==> src/hw/rtl/lkvc_pkg.sv <==
// Shared constants, types and codes of the LRU key-value cache.
package lkvc_pkg;

  localparam int ENTRIES     = 8;
  localparam int KEY_BITS    = 32;
  localparam int DATA_W      = 32;
  localparam int IN_KEY_W    = 32;
  localparam int CAP_CFG_W   = 4;
  localparam int COUNT_OUT_W = 4;
  localparam int RESET_CAPACITY = 8;

  localparam int IDX_W   = (ENTRIES > 1) ? $clog2(ENTRIES) : 1;
  localparam int RANK_W  = IDX_W;
  localparam int COUNT_W = $clog2(ENTRIES + 1);
  localparam int CAP_W   = (COUNT_W > CAP_CFG_W) ? COUNT_W : CAP_CFG_W;
  localparam int KEY_W   = (KEY_BITS < IN_KEY_W) ? KEY_BITS : IN_KEY_W;

  typedef enum logic {
    OP_WRITE = 1'b0,
    OP_READ  = 1'b1
  } op_t;

  typedef enum logic [1:0] {
    CMD_NONE,
    CMD_PROMOTE,
    CMD_INSERT
  } cmd_kind_t;

  // Lookup context broadcast to every cell while a request walks the chain.
  typedef struct packed {
    logic [KEY_W-1:0] key;
    logic             evict;
    logic [CAP_W-1:0] cap_m1;
  } srch_t;

  // Token handed from cell to cell; it gathers the lookup result.
  typedef struct packed {
    logic              hit;
    logic [IDX_W-1:0]  hit_idx;
    logic [RANK_W-1:0] hit_rank;
    logic [DATA_W-1:0] hit_value;
    logic              free_found;
    logic [IDX_W-1:0]  free_idx;
    logic              mru_found;
    logic [KEY_W-1:0]  mru_key;
  } tok_t;

  // Update broadcast to every cell in the apply cycle.
  typedef struct packed {
    cmd_kind_t         kind;
    logic [IDX_W-1:0]  slot;
    logic [RANK_W-1:0] rank;
    logic              write_en;
    logic              evict;
    logic [CAP_W-1:0]  cap_m1;
    logic [KEY_W-1:0]  key;
    logic [DATA_W-1:0] value;
  } cmd_t;

endpackage

==> src/hw/rtl/lkvc_if.sv <==
// Request, response and configuration channel interfaces of the cache.
interface lkvc_req_if;
  logic        valid;
  logic        ready;
  logic        opcode;
  logic [31:0] lookup_key;
  logic signed [31:0] write_value;

  modport source (output valid, opcode, lookup_key, write_value, input ready);
  modport sink   (input valid, opcode, lookup_key, write_value, output ready);
endinterface

interface lkvc_rsp_if;
  logic        valid;
  logic        ready;
  logic        hit;
  logic signed [31:0] read_value;
  logic        evicted;
  logic [31:0] recent_key;
  logic        recent_valid;
  logic [3:0]  entry_count;

  modport source (output valid, hit, read_value, evicted, recent_key, recent_valid,
                  entry_count, input ready);
  modport sink   (input valid, hit, read_value, evicted, recent_key, recent_valid,
                  entry_count, output ready);
endinterface

interface lkvc_cfg_if;
  logic       valid;
  logic       ready;
  logic [3:0] capacity;

  modport source (output valid, capacity, input ready);
  modport sink   (input valid, capacity, output ready);
endinterface

==> src/hw/rtl/lkvc_cell.sv <==
// One cache entry: key, value, valid and recency rank, with its link in the lookup chain.
module lkvc_cell (
  input  logic                        clk,
  input  logic                        rst,
  input  logic [lkvc_pkg::IDX_W-1:0]  cell_idx,
  input  lkvc_pkg::srch_t             srch,
  input  lkvc_pkg::tok_t              tok_in,
  output lkvc_pkg::tok_t              tok_out,
  input  lkvc_pkg::cmd_t              cmd,
  output logic                        entry_valid
);

  logic                              valid;
  logic [lkvc_pkg::KEY_W-1:0]        key;
  logic [lkvc_pkg::DATA_W-1:0]       value;
  logic [lkvc_pkg::RANK_W-1:0]       rank;
  lkvc_pkg::tok_t                    tok_next;
  logic                              match;
  logic                              free_here;
  logic                              is_slot;
  logic                              aged_out;

  assign match     = valid && (key == srch.key);
  assign free_here = !valid ||
                     (srch.evict && (lkvc_pkg::CAP_W'(rank) >= srch.cap_m1));
  assign is_slot   = (cmd.slot == cell_idx);
  assign aged_out  = cmd.evict && (lkvc_pkg::CAP_W'(rank) >= cmd.cap_m1);

  // The first cell along the chain that qualifies claims each token field.
  always_comb begin
    tok_next = tok_in;
    if (match && !tok_in.hit) begin
      tok_next.hit       = 1'b1;
      tok_next.hit_idx   = cell_idx;
      tok_next.hit_rank  = rank;
      tok_next.hit_value = value;
    end
    if (free_here && !tok_in.free_found) begin
      tok_next.free_found = 1'b1;
      tok_next.free_idx   = cell_idx;
    end
    if (valid && (rank == '0) && !tok_in.mru_found) begin
      tok_next.mru_found = 1'b1;
      tok_next.mru_key   = key;
    end
  end

  always_ff @(posedge clk) begin
    tok_out <= tok_next;
  end

  always_ff @(posedge clk) begin
    if (rst) begin
      valid <= 1'b0;
      rank  <= '0;
    end else begin
      case (cmd.kind)
        lkvc_pkg::CMD_PROMOTE: begin
          if (is_slot) begin
            rank <= '0;
            if (cmd.write_en) begin
              value <= cmd.value;
            end
          end else if (valid && (rank < cmd.rank)) begin
            rank <= rank + lkvc_pkg::RANK_W'(1);
          end
        end
        lkvc_pkg::CMD_INSERT: begin
          if (is_slot) begin
            valid <= 1'b1;
            key   <= cmd.key;
            value <= cmd.value;
            rank  <= '0;
          end else if (valid) begin
            if (aged_out) begin
              valid <= 1'b0;
              rank  <= '0;
            end else begin
              rank <= rank + lkvc_pkg::RANK_W'(1);
            end
          end
        end
        default: begin
        end
      endcase
    end
  end

  assign entry_valid = valid;

endmodule

==> src/hw/rtl/lru_key_value_cache_top.sv <==
// Top level of the fully associative LRU key-value cache.
//
//   channel | dir | fields
//   req     | in  | opcode, lookup_key, write_value
//   rsp     | out | hit, read_value, evicted, recent_key, recent_valid, entry_count
//   cfg     | in  | capacity (always ready)
//
// A request is accepted, then its lookup token walks the cell chain one cell per cycle
// in the search state, and then the apply state updates the cells.
// The result sits in an output register; the next request is accepted meanwhile and
// its update cycle holds until the pending result is taken.
// Reset clears every valid bit and rank, the occupancy, and sets capacity to 8.
module lru_key_value_cache_top (
  input  logic       clk,
  input  logic       rst,
  lkvc_req_if.sink   req,
  lkvc_rsp_if.source rsp,
  lkvc_cfg_if.sink   cfg
);

  typedef enum logic [1:0] {
    S_IDLE,
    S_SEARCH,
    S_APPLY
  } state_t;

  state_t                              state;
  logic [lkvc_pkg::IDX_W-1:0]          cnt;
  logic [lkvc_pkg::CAP_CFG_W-1:0]      capacity;
  logic [lkvc_pkg::COUNT_W-1:0]        occ;
  logic                                req_op;
  logic [lkvc_pkg::KEY_W-1:0]          req_key;
  logic [lkvc_pkg::DATA_W-1:0]         req_value;

  logic                                out_valid;
  logic                                out_hit;
  logic [lkvc_pkg::DATA_W-1:0]         out_read_value;
  logic                                out_evicted;
  logic [lkvc_pkg::IN_KEY_W-1:0]       out_recent_key;
  logic                                out_recent_valid;
  logic [lkvc_pkg::COUNT_OUT_W-1:0]    out_entry_count;

  logic [lkvc_pkg::CAP_W-1:0]          cap_eff;
  logic [lkvc_pkg::CAP_W-1:0]          cap_raw;
  logic                                evict_now;
  lkvc_pkg::srch_t                     srch;
  lkvc_pkg::cmd_t                      cmd;
  lkvc_pkg::tok_t                      tok_link [0:lkvc_pkg::ENTRIES];
  lkvc_pkg::tok_t                      tok_end;
  logic [lkvc_pkg::ENTRIES-1:0]        valid_vec;
  logic                                go;
  logic                                is_write;
  logic                                insert;
  logic [lkvc_pkg::COUNT_W-1:0]        occ_next;
  logic [lkvc_pkg::KEY_W-1:0]          recent_next;

  assign cap_raw = lkvc_pkg::CAP_W'(capacity);

  always_comb begin
    if (cap_raw == '0) begin
      cap_eff = lkvc_pkg::CAP_W'(1);
    end else if (cap_raw > lkvc_pkg::CAP_W'(lkvc_pkg::ENTRIES)) begin
      cap_eff = lkvc_pkg::CAP_W'(lkvc_pkg::ENTRIES);
    end else begin
      cap_eff = cap_raw;
    end
  end

  assign evict_now   = lkvc_pkg::CAP_W'(occ) >= cap_eff;
  assign srch.key    = req_key;
  assign srch.evict  = evict_now;
  assign srch.cap_m1 = cap_eff - lkvc_pkg::CAP_W'(1);

  assign tok_link[0] = '0;

  for (genvar i = 0; i < lkvc_pkg::ENTRIES; i++) begin : g_cell
    lkvc_cell u_cell (
      .clk         (clk),
      .rst         (rst),
      .cell_idx    (lkvc_pkg::IDX_W'(i)),
      .srch        (srch),
      .tok_in      (tok_link[i]),
      .tok_out     (tok_link[i+1]),
      .cmd         (cmd),
      .entry_valid (valid_vec[i])
    );
  end

  assign tok_end  = tok_link[lkvc_pkg::ENTRIES];
  assign go       = (state == S_APPLY) && (!out_valid || rsp.ready);
  assign is_write = (req_op == lkvc_pkg::OP_WRITE);
  // A write of a new key always finds a slot: either one is free or eviction frees one.
  assign insert   = is_write && !tok_end.hit;

  always_comb begin
    cmd          = '0;
    cmd.kind     = lkvc_pkg::CMD_NONE;
    cmd.key      = req_key;
    cmd.value    = req_value;
    cmd.evict    = evict_now;
    cmd.cap_m1   = srch.cap_m1;
    cmd.write_en = is_write;
    cmd.rank     = tok_end.hit_rank;
    if (go) begin
      if (tok_end.hit) begin
        cmd.kind = lkvc_pkg::CMD_PROMOTE;
        cmd.slot = tok_end.hit_idx;
      end else if (is_write) begin
        cmd.kind = lkvc_pkg::CMD_INSERT;
        cmd.slot = tok_end.free_idx;
      end
    end
  end

  always_comb begin
    occ_next = occ;
    if (insert) begin
      occ_next = evict_now ? lkvc_pkg::COUNT_W'(cap_eff) : occ + lkvc_pkg::COUNT_W'(1);
    end
    if (tok_end.hit || insert) begin
      recent_next = req_key;
    end else if (tok_end.mru_found) begin
      recent_next = tok_end.mru_key;
    end else begin
      recent_next = '0;
    end
  end

  always_ff @(posedge clk) begin
    if (rst) begin
      state     <= S_IDLE;
      cnt       <= '0;
      capacity  <= lkvc_pkg::CAP_CFG_W'(lkvc_pkg::RESET_CAPACITY);
      occ       <= '0;
      out_valid <= 1'b0;
    end else begin
      if (cfg.valid) begin
        capacity <= cfg.capacity;
      end
      case (state)
        S_IDLE: begin
          if (req.valid) begin
            req_op    <= req.opcode;
            req_key   <= req.lookup_key[lkvc_pkg::KEY_W-1:0];
            req_value <= req.write_value;
            cnt       <= '0;
            state     <= S_SEARCH;
          end
        end
        S_SEARCH: begin
          if (cnt == lkvc_pkg::IDX_W'(lkvc_pkg::ENTRIES - 1)) begin
            state <= S_APPLY;
          end else begin
            cnt <= cnt + lkvc_pkg::IDX_W'(1);
          end
        end
        S_APPLY: begin
          if (go) begin
            state <= S_IDLE;
          end
        end
        default: begin
          state <= S_IDLE;
        end
      endcase
      if (go) begin
        occ              <= occ_next;
        out_valid        <= 1'b1;
        out_hit          <= tok_end.hit;
        out_read_value   <= (!is_write && tok_end.hit) ? tok_end.hit_value : '1;
        out_evicted      <= insert && evict_now;
        out_recent_key   <= lkvc_pkg::IN_KEY_W'(recent_next);
        out_recent_valid <= (occ_next != '0);
        out_entry_count  <= lkvc_pkg::COUNT_OUT_W'(occ_next);
      end else if (rsp.ready) begin
        out_valid <= 1'b0;
      end
    end
  end

  assign req.ready = (state == S_IDLE);
  assign cfg.ready = 1'b1;

  assign rsp.valid        = out_valid;
  assign rsp.hit          = out_hit;
  assign rsp.read_value   = out_read_value;
  assign rsp.evicted      = out_evicted;
  assign rsp.recent_key   = out_recent_key;
  assign rsp.recent_valid = out_recent_valid;
  assign rsp.entry_count  = out_entry_count;

  // The occupancy counter tracks the cells' valid bits whenever no update is pending.
  a_occ_matches_cells: assert property (@(posedge clk) disable iff (rst)
    (state == S_IDLE) |-> ($countones(valid_vec) == int'(occ)))
    else $error("occupancy disagrees with cell valid bits");

  a_occ_bounded: assert property (@(posedge clk) disable iff (rst)
    int'(occ) <= lkvc_pkg::ENTRIES)
    else $error("occupancy above entry count");

  a_hit_cell_valid: assert property (@(posedge clk) disable iff (rst)
    (go && tok_end.hit) |-> valid_vec[tok_end.hit_idx])
    else $error("hit reported on an empty cell");

  a_insert_has_slot: assert property (@(posedge clk) disable iff (rst)
    (go && insert) |-> tok_end.free_found)
    else $error("insert without a free slot");

  a_evict_fills_to_cap: assert property (@(posedge clk) disable iff (rst)
    (go && insert && evict_now) |=> (lkvc_pkg::CAP_W'(occ) == $past(cap_eff)))
    else $error("eviction left wrong occupancy");

endmodule
==> src/flat_wrapper.sv <==
// flat-port wrapper written by rule: the top's interface ports become plain ports
module lru_key_value_cache_top_flat 
  (clk, rst, req_valid, req_opcode, req_lookup_key, req_write_value, req_ready, rsp_valid, rsp_hit, rsp_read_value, rsp_evicted, rsp_recent_key, rsp_recent_valid, rsp_entry_count, rsp_ready, cfg_valid, cfg_capacity, cfg_ready);
  lkvc_req_if req_i ();
  lkvc_rsp_if rsp_i ();
  lkvc_cfg_if cfg_i ();
  input  logic clk;
  input  logic rst;
  input wire logic [$bits(req_i.valid)-1:0] req_valid;
  input wire logic [$bits(req_i.opcode)-1:0] req_opcode;
  input wire logic [$bits(req_i.lookup_key)-1:0] req_lookup_key;
  input wire logic [$bits(req_i.write_value)-1:0] req_write_value;
  output wire logic [$bits(req_i.ready)-1:0] req_ready;
  output wire logic [$bits(rsp_i.valid)-1:0] rsp_valid;
  output wire logic [$bits(rsp_i.hit)-1:0] rsp_hit;
  output wire logic [$bits(rsp_i.read_value)-1:0] rsp_read_value;
  output wire logic [$bits(rsp_i.evicted)-1:0] rsp_evicted;
  output wire logic [$bits(rsp_i.recent_key)-1:0] rsp_recent_key;
  output wire logic [$bits(rsp_i.recent_valid)-1:0] rsp_recent_valid;
  output wire logic [$bits(rsp_i.entry_count)-1:0] rsp_entry_count;
  input wire logic [$bits(rsp_i.ready)-1:0] rsp_ready;
  input wire logic [$bits(cfg_i.valid)-1:0] cfg_valid;
  input wire logic [$bits(cfg_i.capacity)-1:0] cfg_capacity;
  output wire logic [$bits(cfg_i.ready)-1:0] cfg_ready;
  assign req_i.valid = req_valid;
  assign req_i.opcode = req_opcode;
  assign req_i.lookup_key = req_lookup_key;
  assign req_i.write_value = req_write_value;
  assign req_ready = req_i.ready;
  assign rsp_valid = rsp_i.valid;
  assign rsp_hit = rsp_i.hit;
  assign rsp_read_value = rsp_i.read_value;
  assign rsp_evicted = rsp_i.evicted;
  assign rsp_recent_key = rsp_i.recent_key;
  assign rsp_recent_valid = rsp_i.recent_valid;
  assign rsp_entry_count = rsp_i.entry_count;
  assign rsp_i.ready = rsp_ready;
  assign cfg_i.valid = cfg_valid;
  assign cfg_i.capacity = cfg_capacity;
  assign cfg_ready = cfg_i.ready;
  lru_key_value_cache_top u_core (.clk(clk), .rst(rst), .req(req_i), .rsp(rsp_i), .cfg(cfg_i));
endmodule
==> config.mk <==
export PLATFORM = sky130hd
export DESIGN_NAME = lru_key_value_cache_top_flat
export DESIGN_NICKNAME = d
export VERILOG_FILES = /design/src/hw/rtl/lkvc_pkg.sv /design/src/hw/rtl/lkvc_if.sv /design/src/hw/rtl/lkvc_cell.sv /design/src/hw/rtl/lru_key_value_cache_top.sv /design/src/flat_wrapper.sv
export SDC_FILE = /design/constraint.sdc
export NUM_CORES = 1
export LEC_CHECK = 0
export BUFFER_PORTS_ARGS = -buffer_cell sky130_fd_sc_hd__buf_2
export CORE_AREA = 10 10 329 331
export CTS_CLUSTER_DIAMETER = 50
export CTS_CLUSTER_SIZE = 30
export DETAILED_ROUTE_END_ITERATION = 8
export DIE_AREA = 0 0 339 341
export RECOVER_POWER = 100
export SYNTH_ARGS = -nofsm -noshare
export SYNTH_HDL_FRONTEND = slang
export SYNTH_SLANG_ARGS = --single-unit
==> constraint.sdc <==
create_clock -name clk -period 14.4 [get_ports clk]
set_input_delay 0.72 -clock clk [delete_from_list [all_inputs] [get_ports clk]]
set_output_delay 0.72 -clock clk [all_outputs]
set_load 0.03 [all_outputs]
Yosys cells after proc, flatten, opt, wreduce, memory -nomap -nowiden
Index checks and enable logic that the tools add are counted.
Word-level totals
  output and inout bits: 74
  logic and storage cells: 470
  input port bits: 74
  bits in registers: 1301
Operators by class
  reduce and logical (&&, ||, !) cells: 141
  eq/ne operators: 57
  $lt $le $gt $ge: 18
  add/subtract/negate cells: 11
  mux-type cells: 132
  bitwise operators: 2
Operators with widths (count)
  32-bit 2-to-1 mux: 26
  32-bit case mux with 2 select lines: 8
  32-bit == test: 8
  35-bit 2-to-1 mux: 7
  3-bit 2-to-1 mux: 42
  1-bit logical AND: 57
  3-bit AND reduction: 19
  3-bit case mux with 2 select lines: 9
  3-bit inequality test, second input constant: 16
  5-bit AND reduction: 8
  39-bit 2-to-1 mux: 1
  2-bit inequality test, second input constant: 19
  33-bit 2-to-1 mux: 1
  3-bit by 4-bit >= comparator with 1-bit output: 8
  1-bit zero test: 31
  3-bit by 1-bit adder with 3-bit output, second input constant: 9
  3-bit zero test: 9
  1-bit 2-to-1 mux: 26
  3-bit < comparator: 8
  4-bit 2-to-1 mux: 5
  3-bit == test, second input constant: 5
  5-bit 2-to-1 mux: 3
  1-bit logical OR: 10
  3-bit by 2-bit == test with 1-bit output, second input constant: 2
  other kinds (16): 24

Logic depth before layout (Yosys ltp)
  depth after elaboration: 10
  depth in mapped cells: 13
  mapped depth without buffers: 11

By module
Synthesis repeated with hierarchy kept, for this count alone.
Unflattened totals
  cells, all modules: 3115
  area total of the unflattened synthesis: 48814.3 µm²
Modules (own cells, without submodules)
  lkvc_cell at u_core.g_cell[4].u_cell ...: area an instance 5371.4 µm², instances 4, cells each 338, seq. area each 3523.4 µm²
  lkvc_cell at u_core.g_cell[0].u_cell ...: area an instance 5367.6 µm², instances 4, cells each 337, seq. area each 3523.4 µm²
  lru_key_value_cache_top: area an instance 5858.1 µm², instances 1, cells each 415, seq. area each 4364.2 µm²

Least setup slack after synthesis
Ideal clock, no wire load.
  path kind: input to register
  start: input port rst
  end: register u_core.req_key[0] (netlist name) (enable)
  stages on the path: 2
  slack: 8427 ps
  library setup time: 568 ps
  data required time: 13832 ps
  arrival: 5405 ps
  buffers on the path: 1
  cell sequence: clkbuf_1 nor3_1
On the way
  longest elaborated chain between the ends: 2
Ends and longest elaborated chain
  start, declared: line flat_wrapper.sv:8  | input logic rst;
  1-bit NOT (no source line)
  3-bit AND reduction (no source line)
  end signal, assigned: line lru_key_value_cache_top.sv:144  | req_key <= req.lookup_key[lkvc_pkg::KEY_W-1:0];
  end, declared: line lru_key_value_cache_top.sv:32  | logic [lkvc_pkg::KEY_W-1:0] req_key;
No other way between the ends.
A chain may end at the register's enable or synchronous reset.

Worst setup path in the final report
  start: register u_core.capacity, in the netlist u_core.cap_raw[2]
  end: register u_core.out_recent_valid (netlist: u_core.rsp.recent_valid) (data pin)
On the way
  longest elaborated chain between the ends: 7
  elaborated cells between the ends (all ways): 8
  classes of those cells: 2 x order compare; 4 x mux; 2 x reduce/logical
Ends and longest elaborated chain
  start, declared: line lru_key_value_cache_top.sv:29  | logic [lkvc_pkg::CAP_CFG_W-1:0] capacity;
  start signal, assigned: line lru_key_value_cache_top.sv:133  | capacity <= lkvc_pkg::CAP_CFG_W'(lkvc_pkg::RESET_CAPACITY);
  start signal, assigned: line lru_key_value_cache_top.sv:138  | capacity <= cfg.capacity;
  4-bit > comparator: line lru_key_value_cache_top.sv:62  | end else if (cap_raw > lkvc_pkg::CAP_W'(lkvc_pkg::ENTRIES)) begin
  4-bit 2-to-1 mux: line lru_key_value_cache_top.sv:62
  4-bit 2-to-1 mux (*): line lru_key_value_cache_top.sv:60  | if (cap_raw == '0) begin
  4-bit >= comparator: line lru_key_value_cache_top.sv:69  | assign evict_now = lkvc_pkg::CAP_W'(occ) >= cap_eff;
  4-bit 2-to-1 mux (*): line lru_key_value_cache_top.sv:118  | occ_next = evict_now ? lkvc_pkg::COUNT_W'(cap_eff) : occ + lkvc_pkg::COUNT_W'(1);
  4-bit 2-to-1 mux (*): line lru_key_value_cache_top.sv:117  | if (insert) begin
  named net u_core.occ_next (one bit): line lru_key_value_cache_top.sv:54  | logic [lkvc_pkg::COUNT_W-1:0] occ_next;
  4-bit nonzero test (*): line lru_key_value_cache_top.sv:173  | out_recent_valid <= (occ_next != '0);
  end signal, assigned: line lru_key_value_cache_top.sv:173
  end, declared: line lru_key_value_cache_top.sv:40  | logic out_recent_valid;
The timed path passes the listed nets; every way through them passes the cells marked *.

==> run_results.csv <==
group,metric,value,unit
yosys,yosys.cell_count.top_type,"edfxtp_1",
routing,drc,0,
placement,dp.cells,4371,
placement,io_buffers,146,
placement,gp_congestion,0.797,
critical_path,endpoint_kind,"flip-flop",
timing,finalSetupViolCount,0,
clocking,cts_hold_buffers,0,
die,ios,148,
routing,drt_wl_total,98.0,mm
die,die_x,339,um
global_route,grt_pass1_wl,150,mm
clocking,cts_buffers,116,
clocking,clk_latency,720,ps
pwr,powerDensity,140,nW/um^2
status,violations,"max-capacitance violations, max-slew violations",
finish,seqCellArea,32300,um^2
yosys,synth_top_area_cell,"edfxtp_1",
yosys,synth-seq-area-share,71.2,%
global_route,grt_use_met2,29.0,%
finish,multi_input_area,12300,um^2
timing,rsz0062_at_grt,"false",
global_route,grt_pass1_vias,24438,
timing,finalWorstPathRequiredPeriod,5880,ps
finish,final_util,50.6,%
timing,hold_violations,0,
global_route,overflow,0,
die,die_y,341,um
clocking,cts_htree_levels,3,
critical_path,required,14830,ps
clocking,cts_setup_buffers,0,
critical_path,worstPathMaxFanout,11,
routing,wl_per_cell,21.3,um
yosys,ys_seq_elements,1287,
routing,drt_iter0_drc,1189,
finish,syn_to_final_growth,13.4,%
critical_path,worst_path_max_delay_cell,"a2111oi_0",
timing,tns,0,ps
yosys,syn_area,45300,um^2
critical_path,slowest_delay,1540,ps
min_path,hold_depth,1,
finish,fin_cells,4593,
placement,hpwl,65.0,mm
yosys,synth_common_cells,"648 x edfxtp_1, 639 x dfxtp_1, 465 x mux2_2, 198 x xor2_1, 130 x nand2_1",
yosys,synth.area.top_cells,"edfxtp_1 43%, dfxtp_1 28%, mux2_2 12%",
yosys,syn_nets,3065,
finish,fin_nets,3261,
routing,drtPass1Iterations,5,
die,row_count,117,
flow_run,drv_cap,42,
pwr,leakage,0.0188,uW
timing,tightest_slew,3550,ps
routing,ant_nets,0,
min_path,worstHoldPathType,"in -> reg",
global_route,busiest_layer,"met2",
yosys,ys_types,60,
yosys,async_flop_share,0,%
clocking,ctsResizeCount,0,
pwr,p_total,7190,uW
yosys,synth_ff_type,"edfxtp_1",
global_route,use_met3,2.73,%
status,run_status,"complete, but fails checks",
routing,viasPerCell,4.94,
finish,antenna_cells,0,
clocking,cts_tree,"done",
timing,max-slew-margin-rel,-138,%
yosys,synth_cells,2925,
timing,fin_skew,53.3,ps
routing,vias,22694,
clocking,root_buffer,"clkbuf_16",
die,dieArea,116000,um^2
timing,fmax,0.170,GHz
critical_path,path_class,"reg -> reg",
global_route,grt_max_degree,65,
timing,slew_violations,1419,
timing,post-route-period-util,40.8,%
finish,drive_gt1_share,23.8,%
clocking,cts.path.max_buffers,3,
finish,fill_cells,8469,
yosys,synth_edf_count,648,
critical_path,reg2reg_depth,9,
critical_path,path_cells,"nor2_1, o21ai_0, inv_1, ha_1, nand2b_1, a2111oi_0, or2_0, o311ai_0, or4_1",
yosys,synth_warnings,0,
global_route,grt_util_all_layers,16.6,%
yosys,synth_top_area_share,42.9,%
clocking,cts.sinks,1287,
clocking,clk_pin_slew_worst_paths,80,ps
pwr,peakVddDrop,120,uV
critical_path,cp-start-kind,"flip-flop",
global_route,grt_use_met1,20.7,%
die,core_area,101000,um^2
die,start_util,44.7,%
yosys,avgSynthCellArea,15.5,um^2
critical_path,cp.arrival,6310,ps
global_route,antenna_found_initial,1,
flip-flops by register name, indices dropped and copies added (netlist names):
| signal | count |
|---|---|
| u_core.g_cell.u_cell.entry_valid | 8 |
| u_core.req_value | 32 |
| u_core.occ | 4 |
| u_core.req_op | 1 |
| u_core.rsp.read_value | 32 |
| u_core.rsp.recent_valid | 1 |
| u_core.g_cell.u_cell.rank | 24 |
| u_core.cnt | 3 |
| u_core.g_cell.u_cell.tok_out | 593 |
| u_core.cap_raw | 4 |
| u_core.g_cell.u_cell.value | 256 |
| u_core.state | 2 |
| u_core.rsp.recent_key | 32 |
| u_core.rsp.entry_count | 4 |
| u_core.rsp.hit | 1 |
| u_core.g_cell.u_cell.key | 256 |
| u_core.rsp.evicted | 1 |
| u_core.rsp.valid | 1 |
| u_core.req_key | 32 |
routing by layer:
layer	part of all wire, %	vias up
li1	-	10898
met3	3.5	162
met5	0	-
met4	3.0	0
met2	50	420
met1	44	11214
final timing paths:
| path | slack, ps | start | to |
|---|---|---|---|
| min | 170 | req_write_value[2] | u_core.req_value[2] |
| min reg2reg | 400 | u_core.g_cell[4].u_cell.tok_out[72] | u_core.g_cell[5].u_cell.tok_out[72] |
| max reg2reg | 8520 | u_core.cap_raw[2] | u_core.rsp.recent_valid |
| max | 8520 | u_core.cap_raw[2] | u_core.rsp.recent_valid |
through the flow:
stage                     setup slack [ps]  hold slack, ps  area [um^2]
final                                 8520             173        51400
after global routing                  8230             133        51400
after CTS                            10050             120        51900
after detailed placement              9880             397        47800
after global placement               10070             390        47800
after floorplan                       8430             380        45300
kinds of logic after synthesis:
logic type / share of synthesized area, %
AND/OR/NAND/NOR: 6.29
adder cells (fa/ha/maj): 1.82
buffers and inverters: 1.67
flip-flops: 71.2
multiplexers: 11.7
AO/OA/AOI/OAI: 2.42
XOR/XNOR: 4.89
other: 0.00828
layout by cell type (no fill, tap or decap), drive strengths merged, types with 5 or more instances in the layout:
cell type    n
edfxtp     648
a21o        23
nand4       21
nand3b      13
xnor2       55
o22ai       11
nor2b       14
a211oi      11
bufinv       6
clkinvlp     6
nor4bb      10
and2        66
or2         66
xor2       198
nand4b      10
clkinv      49
nor4b        5
nor4        49
clkbuf     278
o21ai       51
nand3       23
nor3        19
a21oi       47
mux2       469
dfxtp      639
a22oi        7
inv         59
a31oi       10
nor2        54
nand2      130
buf         57
ha          66
nand2b      27
where the power goes:
group	total, uW	internal [uW]	leakage, uW	switching, uW
combinational	100	31.0	0.00587	69.5
sequential	3860	3840	0.0109	15.8
clock	3230	1750	0.00201	1480
total	7190	5620	0.0188	1570
worst max-delay path, delay by kind of cell, from the launching register on:
| family | cells | cell delay [ps] |
|---|---|---|
| compound gates | 3 | 3360 |
| buf+inv | 1 | 270 |
| fa+ha+maj | 1 | 390 |
| flops | 1 | 370 |
| simple gates | 4 | 1230 |
final cells by class:
type / instances / share of cell area, %
timing repair buffer: 198 / 1.59
clock buffer: 137 / 6.13
clock inverter: 85 / 1.96
sequential: 1287 / 62.8
multi-input combinational: 1483 / 24.0
tap: 1368 / 3.33
inverter: 35 / 0.256
No activity file was read; power rests on OpenSTA's default activity.
